===== config.mk =====
export PLATFORM = sky130hd
export DESIGN_NAME = affinity_least_loaded_worker_picker_unit
export DESIGN_NICKNAME = d
export VERILOG_FILES = /design/src/rtl/alwp_pkg.sv /design/src/rtl/alwp_select.sv /design/src/rtl/affinity_least_loaded_worker_picker_unit.sv
export SDC_FILE = /design/constraint.sdc
export NUM_CORES = 1
export LEC_CHECK = 0
export ABC_AREA = 1
export BUFFER_PORTS_ARGS = -buffer_cell sky130_fd_sc_hd__buf_2
export CORE_MARGIN = 4
export CORE_UTILIZATION = 35
export DETAILED_ROUTE_END_ITERATION = 12
export HOLD_SLACK_MARGIN = 0.12
export PLACE_DENSITY = 0.47
export SYNTH_ARGS = -nofsm -noshare
export SYNTH_HDL_FRONTEND = slang
export SYNTH_SLANG_ARGS = --single-unit

===== constraint.sdc =====
create_clock -name clk_i -period 10.7 [get_ports clk_i]
set_clock_uncertainty 0.2 [all_clocks]
set_input_delay 1.07 -clock clk_i [delete_from_list [all_inputs] [get_ports clk_i]]
set_output_delay 1.07 -clock clk_i [all_outputs]
set_load 0.05 [all_outputs]

===== src/rtl/alwp_pkg.sv =====
package alwp_pkg;

  localparam int NUM_JOBS    = 64;
  localparam int NUM_WORKERS = 16;

  localparam int JobW       = $clog2(NUM_JOBS);
  localparam int WorkerW    = $clog2(NUM_WORKERS);
  localparam int LoadW      = 7;
  localparam int LoadMax    = 127;
  localparam int JobFieldW  = 6;
  localparam int MaskFieldW = 16;
  localparam int WorkerFieldW = 4;

  typedef logic [NUM_WORKERS-1:0] worker_mask_t;
  typedef logic [LoadW-1:0]       load_t;

  typedef struct packed {
    logic [JobFieldW-1:0]  job_index;
    logic [MaskFieldW-1:0] free_mask;
  } alwp_in_t;

  typedef struct packed {
    logic [WorkerFieldW-1:0] worker;
    logic                    newly_assigned;
    logic                    no_free_worker;
  } alwp_out_t;

endpackage


===== src/rtl/alwp_select.sv =====
module alwp_select
  import alwp_pkg::*;
(
  input  worker_mask_t row_i,
  input  worker_mask_t free_i,
  input  load_t        load_i [NUM_WORKERS],
  output alwp_out_t    result_o
);

  localparam int Slots = 2 ** WorkerW;

  worker_mask_t       hit;
  logic [WorkerW-1:0] hit_idx;
  logic               node_vld [1:2*Slots-1];
  load_t              node_ld  [1:2*Slots-1];
  logic [WorkerW-1:0] node_idx [1:2*Slots-1];
  logic               take_left;

  assign hit = row_i & free_i;

  always_comb begin
    hit_idx = '0;
    for (int w = NUM_WORKERS - 1; w >= 0; w--) begin
      if (hit[w]) begin
        hit_idx = WorkerW'(w);
      end
    end
  end

  always_comb begin
    take_left = 1'b0;
    for (int s = 0; s < Slots; s++) begin
      if (s < NUM_WORKERS) begin
        node_vld[Slots+s] = free_i[s];
        node_ld[Slots+s]  = load_i[s];
      end else begin
        node_vld[Slots+s] = 1'b0;
        node_ld[Slots+s]  = '0;
      end
      node_idx[Slots+s] = WorkerW'(s);
    end
    for (int n = Slots - 1; n >= 1; n--) begin
      take_left = node_vld[2*n] &&
                  (!node_vld[2*n+1] || (node_ld[2*n] <= node_ld[2*n+1]));
      node_vld[n] = node_vld[2*n] || node_vld[2*n+1];
      node_ld[n]  = take_left ? node_ld[2*n]  : node_ld[2*n+1];
      node_idx[n] = take_left ? node_idx[2*n] : node_idx[2*n+1];
    end
  end

  always_comb begin
    result_o = '0;
    if (free_i == '0) begin
      result_o.no_free_worker = 1'b1;
    end else if (hit != '0) begin
      result_o.worker = WorkerFieldW'(hit_idx);
    end else begin
      result_o.worker         = WorkerFieldW'(node_idx[1]);
      result_o.newly_assigned = 1'b1;
    end
  end

endmodule


===== src/rtl/affinity_least_loaded_worker_picker_unit.sv =====
// Worker picker with job affinity. Each request carries a job index and a mask
// of free workers; the result returns the lowest free worker already paired
// with the job, or else pairs the job with the least loaded free worker (ties
// to the lowest number) and bumps that worker's load, which saturates at 127.
// An empty mask flags no_free_worker and leaves the state alone. One request
// is in flight at a time: the transfer reads the job's pairing row from the
// synchronous memory into a register, and the select state then selects,
// writes back and loads the result register once the output is free; the
// unit then returns to idle and takes the next request.
// A result held by a stalled output keeps the next request waiting in the
// select cycle. Pairing rows and load counts are clear right after reset with
// no clearing pass: each row carries a valid bit.
module affinity_least_loaded_worker_picker_unit
  import alwp_pkg::*;
(
  input  logic      clk_i,
  input  logic      rst_ni,
  input  logic      in_valid_i,
  output logic      in_ready_o,
  input  alwp_in_t  in_data_i,
  output logic      out_valid_o,
  input  logic      out_ready_i,
  output alwp_out_t out_data_o
);

  typedef enum logic {
    StIdle,
    StCalc
  } state_e;

  state_e              state_q;
  logic [JobW-1:0]     job_q;
  worker_mask_t        free_q;
  worker_mask_t        rd_q;
  logic [NUM_JOBS-1:0] row_vld_q;
  load_t               load_q [NUM_WORKERS];
  logic                out_valid_q;
  alwp_out_t           out_data_q;

  worker_mask_t        rows_mem [NUM_JOBS];

  logic                in_xfer;
  logic                out_free;
  logic                commit;
  logic                wr_en;
  worker_mask_t        row_eff;
  worker_mask_t        wr_row;
  logic [WorkerW-1:0]  sel_idx;
  alwp_out_t           sel;

  assign in_ready_o  = (state_q == StIdle);
  assign in_xfer     = in_valid_i && in_ready_o;
  assign out_free    = !out_valid_q || out_ready_i;
  assign commit      = (state_q == StCalc) && out_free;
  assign row_eff     = row_vld_q[job_q] ? rd_q : '0;
  assign sel_idx     = sel.worker[WorkerW-1:0];
  assign wr_en       = commit && sel.newly_assigned;
  assign wr_row      = row_eff | (worker_mask_t'(1) << sel_idx);
  assign out_valid_o = out_valid_q;
  assign out_data_o  = out_data_q;

  alwp_select u_select (
    .row_i    (row_eff),
    .free_i   (free_q),
    .load_i   (load_q),
    .result_o (sel)
  );

  always_ff @(posedge clk_i) begin
    if (in_xfer) begin
      rd_q <= rows_mem[in_data_i.job_index[JobW-1:0]];
    end
    if (wr_en) begin
      rows_mem[job_q] <= wr_row;
    end
  end

  always_ff @(posedge clk_i or negedge rst_ni) begin
    if (!rst_ni) begin
      state_q     <= StIdle;
      job_q       <= '0;
      free_q      <= '0;
      row_vld_q   <= '0;
      out_valid_q <= 1'b0;
      out_data_q  <= '0;
      for (int w = 0; w < NUM_WORKERS; w++) begin
        load_q[w] <= '0;
      end
    end else begin
      unique case (state_q)
        StIdle: begin
          if (out_ready_i) begin
            out_valid_q <= 1'b0;
          end
          if (in_xfer) begin
            job_q   <= in_data_i.job_index[JobW-1:0];
            free_q  <= in_data_i.free_mask[NUM_WORKERS-1:0];
            state_q <= StCalc;
          end
        end
        StCalc: begin
          if (commit) begin
            out_valid_q <= 1'b1;
            out_data_q  <= sel;
            state_q     <= StIdle;
            if (sel.newly_assigned) begin
              row_vld_q[job_q] <= 1'b1;
              if (load_q[sel_idx] != load_t'(LoadMax)) begin
                load_q[sel_idx] <= load_q[sel_idx] + load_t'(1);
              end
            end
          end
        end
        default: begin
          state_q <= StIdle;
        end
      endcase
    end
  end

endmodule


==> metrics.txt, run 1 <==
clock-pin slew of the registers on the worst-case setup and hold paths ~70 ps; Layout fillers roughly 15,000; overall power 20,000 µW; DRC viols 0; Sw Share 0.4340; hold_ws about 250 ps; Initial Util 0.3536; Nets 5,214; CP max stage cell dfrtp_1; drt total wl 173.6 mm; HP Start row_vld_q[51]; Worst path top cell family by delay simple AND/OR/NAND/NOR gates; largest net degree at the start of global routing 160; CP Capture Type flop; first-pass GRT wire length ~260 mm; Final setup viols 0; post-synthesis average cell area roughly 11 µm²; CTS Buf Count between 100 and 150; vias per inst between 5 and 6; 1st-iter DRT viols about 3,200; WP data arrival 10,200 ps; Maximum Capacitance Violations 0; setup bufs post-CTS 0; initial antenna violation count 3; worst min path class reg -> reg; CTS Root Cell clkbuf_16; status complete, no violations; commonest non-fill, non-tap cell in the layout edfxtp_1; hold depth 2; max-slew violations 0; Die Span Y slightly above 400 µm; CP Buf/Inv Count 6; clock power share 0.233; vias in the first global route between 30,000 and 40,000; pwr/cell area about 320 nW/µm²; number of I/O pins 34; most area-consuming cells after synthesis edfxtp_1, dfrtp_1, o21ai_0; top_reg_cell synth edfxtp_1; Mapped Nets 5,215; Worst setup SP type flop; synth warn 0; number of iterations in the first detailed-routing pass 5; Synth area leader edfxtp_1; Non-Filler Instances roughly 7,200; hold endpoint row_vld_q[51]; layout cells sized above 1 0.08542; Worst-Skew Late Latency between 700 and 800 ps; Worst Path Class, Setup reg -> reg; Clock Sinks 1,246; internal cell power approximately 11,000 µW; Psw between 8000 and 9000 µW; H-tree levels 4; Final Util 0.3995; minimum clock period between 9000 and 10,000 ps; reg2reg end load_q[34]; Synth cell types 44; worst slew pin tran 1208 ps; register share of total power 0.345; share of the synthesized area in the top cell type 0.5714; Final Hold Fails 0; PortBufs 33; sequential element share of the synthesized area 0.6657; Critical R2R Launch load_q[20]; remaining antenna violation count 0; WL per Instance about 24 µm; vias approximately 39,000; CP Data Required Time about 11,000 ps; Core Rows 144; combinational share of power 0.423; die area approximately 160,000 µm²; Reg2Reg Depth 53; RD Place Congestion slightly below 0.9; final setup TNS 0 ps; worst reg2reg setup slack around 960 ps; Max IR drop VDD 0.0005461 V; Max Fclk between 0.1 and 0.15 GHz; cell repeated most along the worst path nand2_1; CTS tree built; Post-synth EDFFs between 1,000 and 1,500; most frequent cells in the layout edfxtp_1, o21ai_0, nand2_1, nor2_1, o22ai_1; Post-Syn Area 54,660 µm²; RSZ-0062 raised after global routing no; Leakage approximately 0.023 µW; Worst path max stage delay approximately 460 ps; Inst Count DP between 6,000 and 7,000; all-layer global routing usage 0.2105; grt total ovfl 0; post-synthesis async set-or-reset flop share 0.1653; P&R area growth vs syn 12.98%; crit share post-route 0.9106; Slew headroom 0.1941; Cells after Synth just over 5,000; synthesized flop and latch total 1,246; die width 403.2 µm; Clock Tree Buf Depth 3; area of the core around 150,000 µm²; hpwl dp about 100 mm; worst-path maximum fanout 20
==> flip-flops by register name, indices dropped and copies added, names as in the netlist <==
| signal | flops |
|---|---|
| job_q | 6 |
| out_data_o | 6 |
| load_q | 112 |
| row_vld_q | 64 |
| state_q | 1 |
| rows_mem | 1024 |
| rd_q | 16 |
| out_valid_o | 1 |
| free_q | 16 |
==> stage by stage <==
step	worst slack (ps)	cell area, µm²
6_report	956.7	61750
5_1_grt	71.12	61750
4_1_cts	628.9	61730
3_5_place_dp	665.8	57340
3_3_place_gp	639.1	57340
2_1_floorplan	2171	54660
==> worst register-to-register path: cells and delay by family, from the launching register on <==
kind                     cells  cell delay [ps]
AO/OA/AOI/OAI               16             2820
flip-flops                   1              460
adder cells (fa/ha/maj)      5             1570
AND/OR/NAND/NOR             26             3600
buffers and inverters        6              950
==> metal layers <==
metal / vias up / wire (µm) / GRT usage
li1: 17992 / - / -
met5: - / 0 / 0
met4: 0 / 4449 / 0.05816
met2: 1142 / 79780 / 0.3317
met3: 232 / 9370 / 0.03080
met1: 19427 / 79990 / 0.3042
==> Yosys cell counts, types with 10 or more instances <==
master	count
o32ai_1	13
o211ai_1	22
inv_1	260
buf_1	12
dfrtp_1	206
ha_1	105
o21ai_0	865
o21ai_1	47
a21oi_1	44
nor3_1	13
nand4_1	18
nand2_1	852
edfxtp_1	1040
o221ai_1	39
buf_6	21
nor2_1	793
buf_2	21
nand3_1	110
clkbuf_1	249
nand3_2	14
buf_4	10
o22ai_1	272
==> area by class of cell <==
type / count / area, µm² / area share
tap: 2044 / 2557 / 0.04142
clock inverter: 61 / 486.7 / 0.007882
timing repair buffer: 170 / 1418 / 0.02296
sequential: 1246 / 36380 / 0.5892
clock buffer: 196 / 3900 / 0.06316
multi-input combinational: 3256 / 15970 / 0.2587
inverter: 269 / 1030 / 0.01668
antenna: 1 / 2.502 / 0.00004052
==> how the worst max path moves through the flow <==
stage                startpoint     endpoint  slack [ps]  cells past startpoint
finish               load_q[20]   load_q[34]         960                     53
global route         load_q[20]   load_q[34]          70                     55
CTS                  load_q[20]   load_q[39]         630                     50
detailed placement   load_q[20]   load_q[39]         670                     50
global placement    load_q[100]   load_q[39]         640                     51
floorplan           load_q[100]  load_q[105]        2170                     63
==> cells by family after synthesis <==
| family | count (synthesis) | synth area share |
|---|---|---|
| and+or+nand+nor | 1823 | 0.1321 |
| buffers and inverters | 582 | 0.04402 |
| xor gates and xnor gates | 2 | 0.0006640 |
| adders and majority gates | 105 | 0.02404 |
| DFF | 1246 | 0.6657 |
| AOI/OAI and AO/OA | 1326 | 0.1335 |
==> power groups by stage <==
stage / registers, µW / clock network, µW / logic (µW)
2_1_floorplan: 6990 / 0 / 4970
3_3_place_gp: 6990 / 0 / 8440
3_5_place_dp: 6990 / 0 / 8470
4_1_cts: 6890 / 4770 / 8490
5_1_grt: 6920 / 4970 / 9310
6_report: 6890 / 4650 / 8450
==> what timing repair did <==
action / 4_1_cts / 5_1_grt
resized for setup: 0 / 17
setup endpoints to repair: 0 / 144
hold buffers: 1 / 0
endpoints found under the hold margin: 69 / 0
(Power assumes the default switching activity.)
==> run 2, diff against run 1 <==
--- a/config.mk
+++ b/config.mk
@@ -7,6 +7,7 @@
 export LEC_CHECK = 0
 export ABC_AREA = 1
 export BUFFER_PORTS_ARGS = -buffer_cell sky130_fd_sc_hd__buf_2
+export CORE_ASPECT_RATIO = 0.7
 export CORE_MARGIN = 4
 export CORE_UTILIZATION = 35
 export DETAILED_ROUTE_END_ITERATION = 12
==> run 2 against run 1 <==
  * Final cell count rose by 0.11%
  * First-iteration DRC count rose by 47%
  * Clock-buffer cell count fell by 44
  * Worst hold slack improved by 0.51 ps
  * Power rose by 3.6%
  * Sequential power barely moved
  * Combinational power rose by 13%
  * Critical path depth rose by 2
==> metrics.txt, run 2 (synthesis results as in run 1) <==
DRC viols 0; Multi-input gate area roughly 16,000 µm²; Layout fillers 15,133; max reg flops between 1,000 and 1,500; layout cells sized above 1 0.08358; Max Fclk about 0.1 GHz; met1 usage 0.3471; CP max stage cell o21ai_0; remaining antenna violation count 0; minimum clock period 10,030 ps; Slew headroom 0.1867; Core Rows 121; RSZ-0062 raised after global routing no; Final setup viols 0; pwr/cell area approximately 340 nW/µm²; WL per Instance approximately 24 µm; Critical Path Start load_q[30]; first-pass GRT wire length ~260 mm; CTS Buf Count 121; internal cell power 11,450 µW; final setup TNS 0 ps; worst min path class reg -> reg; crit share post-route 0.9373; final setup margin approximately 670 ps; WP data arrival 10,470 ps; initial antenna violation count 9; combinational share of power 0.460; commonest non-fill, non-tap cell in the layout edfxtp_1; CP Data Required Time around 11,000 ps; Critical R2R Launch load_q[30]; vias in the first global route about 36,000; met3 Usage GRT 0.04882; area of the core between 150,000 and 200,000 µm²; RD Place Congestion roughly 0.90; Worst path max stage delay ~570 ps; largest net degree at the start of global routing between 150 and 200; Initial Util 0.3519; die area between 150,000 and 200,000 µm²; Sw Share 0.4472; Final Hold Fails 0; grt total ovfl 0; worst reg2reg setup slack about 670 ps; vias between 30,000 and 40,000; vias per inst about 5.4; clock power share 0.207; 1st-iter DRT viols 4,737; Maximum Capacitance Violations 0; Die Span Y roughly 340 µm; Reg2Reg Depth 55; worst-path maximum fanout 36; H-tree levels 3; Biggest register rows_mem; cell repeated most along the worst path nand2_1; routing usage on met2 0.2822; register share of total power 0.333; Max IR drop VDD just over 0.0005 V; all-layer global routing usage 0.2115; reg2reg end load_q[3]; Clock Sinks between 1,000 and 1,500; Worst Path Class, Setup reg -> reg; number of iterations in the first detailed-routing pass 5; number of I/O pins 34; Largest regs rows_mem: 1024 flops, load_q: 112 flops, row_vld_q: 64 flops; max-slew violations 0; Psw slightly above 9000 µW; Nets ~5,200; Clock Tree Buf Depth 3; CP Capture Type flop; hpwl dp approximately 110 mm; most frequent cells in the layout edfxtp_1, o21ai_0, nand2_1, nor2_1, o22ai_1; P&R area growth vs syn 12.44%; status complete, no violations; PortBufs 33; CTS tree built; drt total wl 176.2 mm; grt peak-use layer met1; overall power about 21,000 µW; die width 480.3 µm; clock-pin slew of the registers on the worst-case setup and hold paths roughly 60 ps; Leakage between 0.02 and 0.025 µW; crit path to load_q[3]; CTS Root Cell clkbuf_16; Worst setup SP type flop; Worst-Skew Late Latency between 700 and 800 ps; sequential cell area 36,380 µm²; pre-CTS setup slack roughly 290 ps; worst slew pin tran between 1000 and 1500 ps
## run 2: area by class of cell
cell class                 count  area share
clock inverter                76     0.01154
clock buffer                 152     0.05218
inverter                     269     0.01678
sequential                  1246      0.5920
antenna                        3   0.0001222
timing repair buffer         158     0.02372
tap                         2091     0.04257
multi-input combinational   3256      0.2610
## run 2: worst max-delay path: cells and delay by family, from the launching register on
kind                     cells  cell delay (ps)
buffers and inverters        7             1590
flip-flops                   1              350
AND/OR/NAND/NOR             22             2480
adder cells (fa/ha/maj)      5             1730
AO/OA/AOI/OAI               21             3500
## run 2: power by group through the flow
| stage | Clock, µW | Sequential [µW] | Combinational (µW) |
|---|---|---|---|
| 2_1_floorplan | 0 | 6990 | 4970 |
| 3_3_place_gp | 0 | 6980 | 9160 |
| 3_5_place_dp | 0 | 6980 | 9110 |
| 4_1_cts | 4380 | 6880 | 9150 |
| 5_1_grt | 4610 | 6910 | 10300 |
| 6_report | 4300 | 6890 | 9530 |
## run 2: routing by layer
metal / share of wire / vias to the layer above
met2: 0.40 / 1356
met5: 0.000057 / -
met3: 0.084 / 165
li1: - / 17893
met4: 0.015 / 2
met1: 0.50 / 19380
## run 2: worst min-delay path by stage
stage / from / endpoint / slack (ps) / depth (start not counted)
floorplan: row_vld_q[0] / row_vld_q[0] / 230 / 2
global placement: row_vld_q[33] / row_vld_q[33] / 240 / 2
detailed placement: row_vld_q[56] / row_vld_q[56] / 250 / 2
CTS: in_data_i[1] / free_q[1] / 240 / 3
global route: in_data_i[7] / free_q[7] / 270 / 3
finish: row_vld_q[56] / row_vld_q[56] / 260 / 2
## run 2: what timing repair did
item,CTS,global route
endpoints found under the setup margin,0,411
hold buffers,1,0
endpoints found under the hold margin,71,0
setup buffers,0,3
resized for setup,0,24
## run 2: metrics by stage
step	cells	util	hold slack, ps	cell area (µm²)
2_1_floorplan	5084	-	227.4	54660
3_3_place_gp	7016	0.3697	239.3	57420
3_5_place_dp	7016	0.3697	245.1	57420
4_1_cts	7245	0.3949	242.3	61350
5_1_grt	7248	0.3956	265.3	61450
6_report	7251	0.3956	255.2	61460
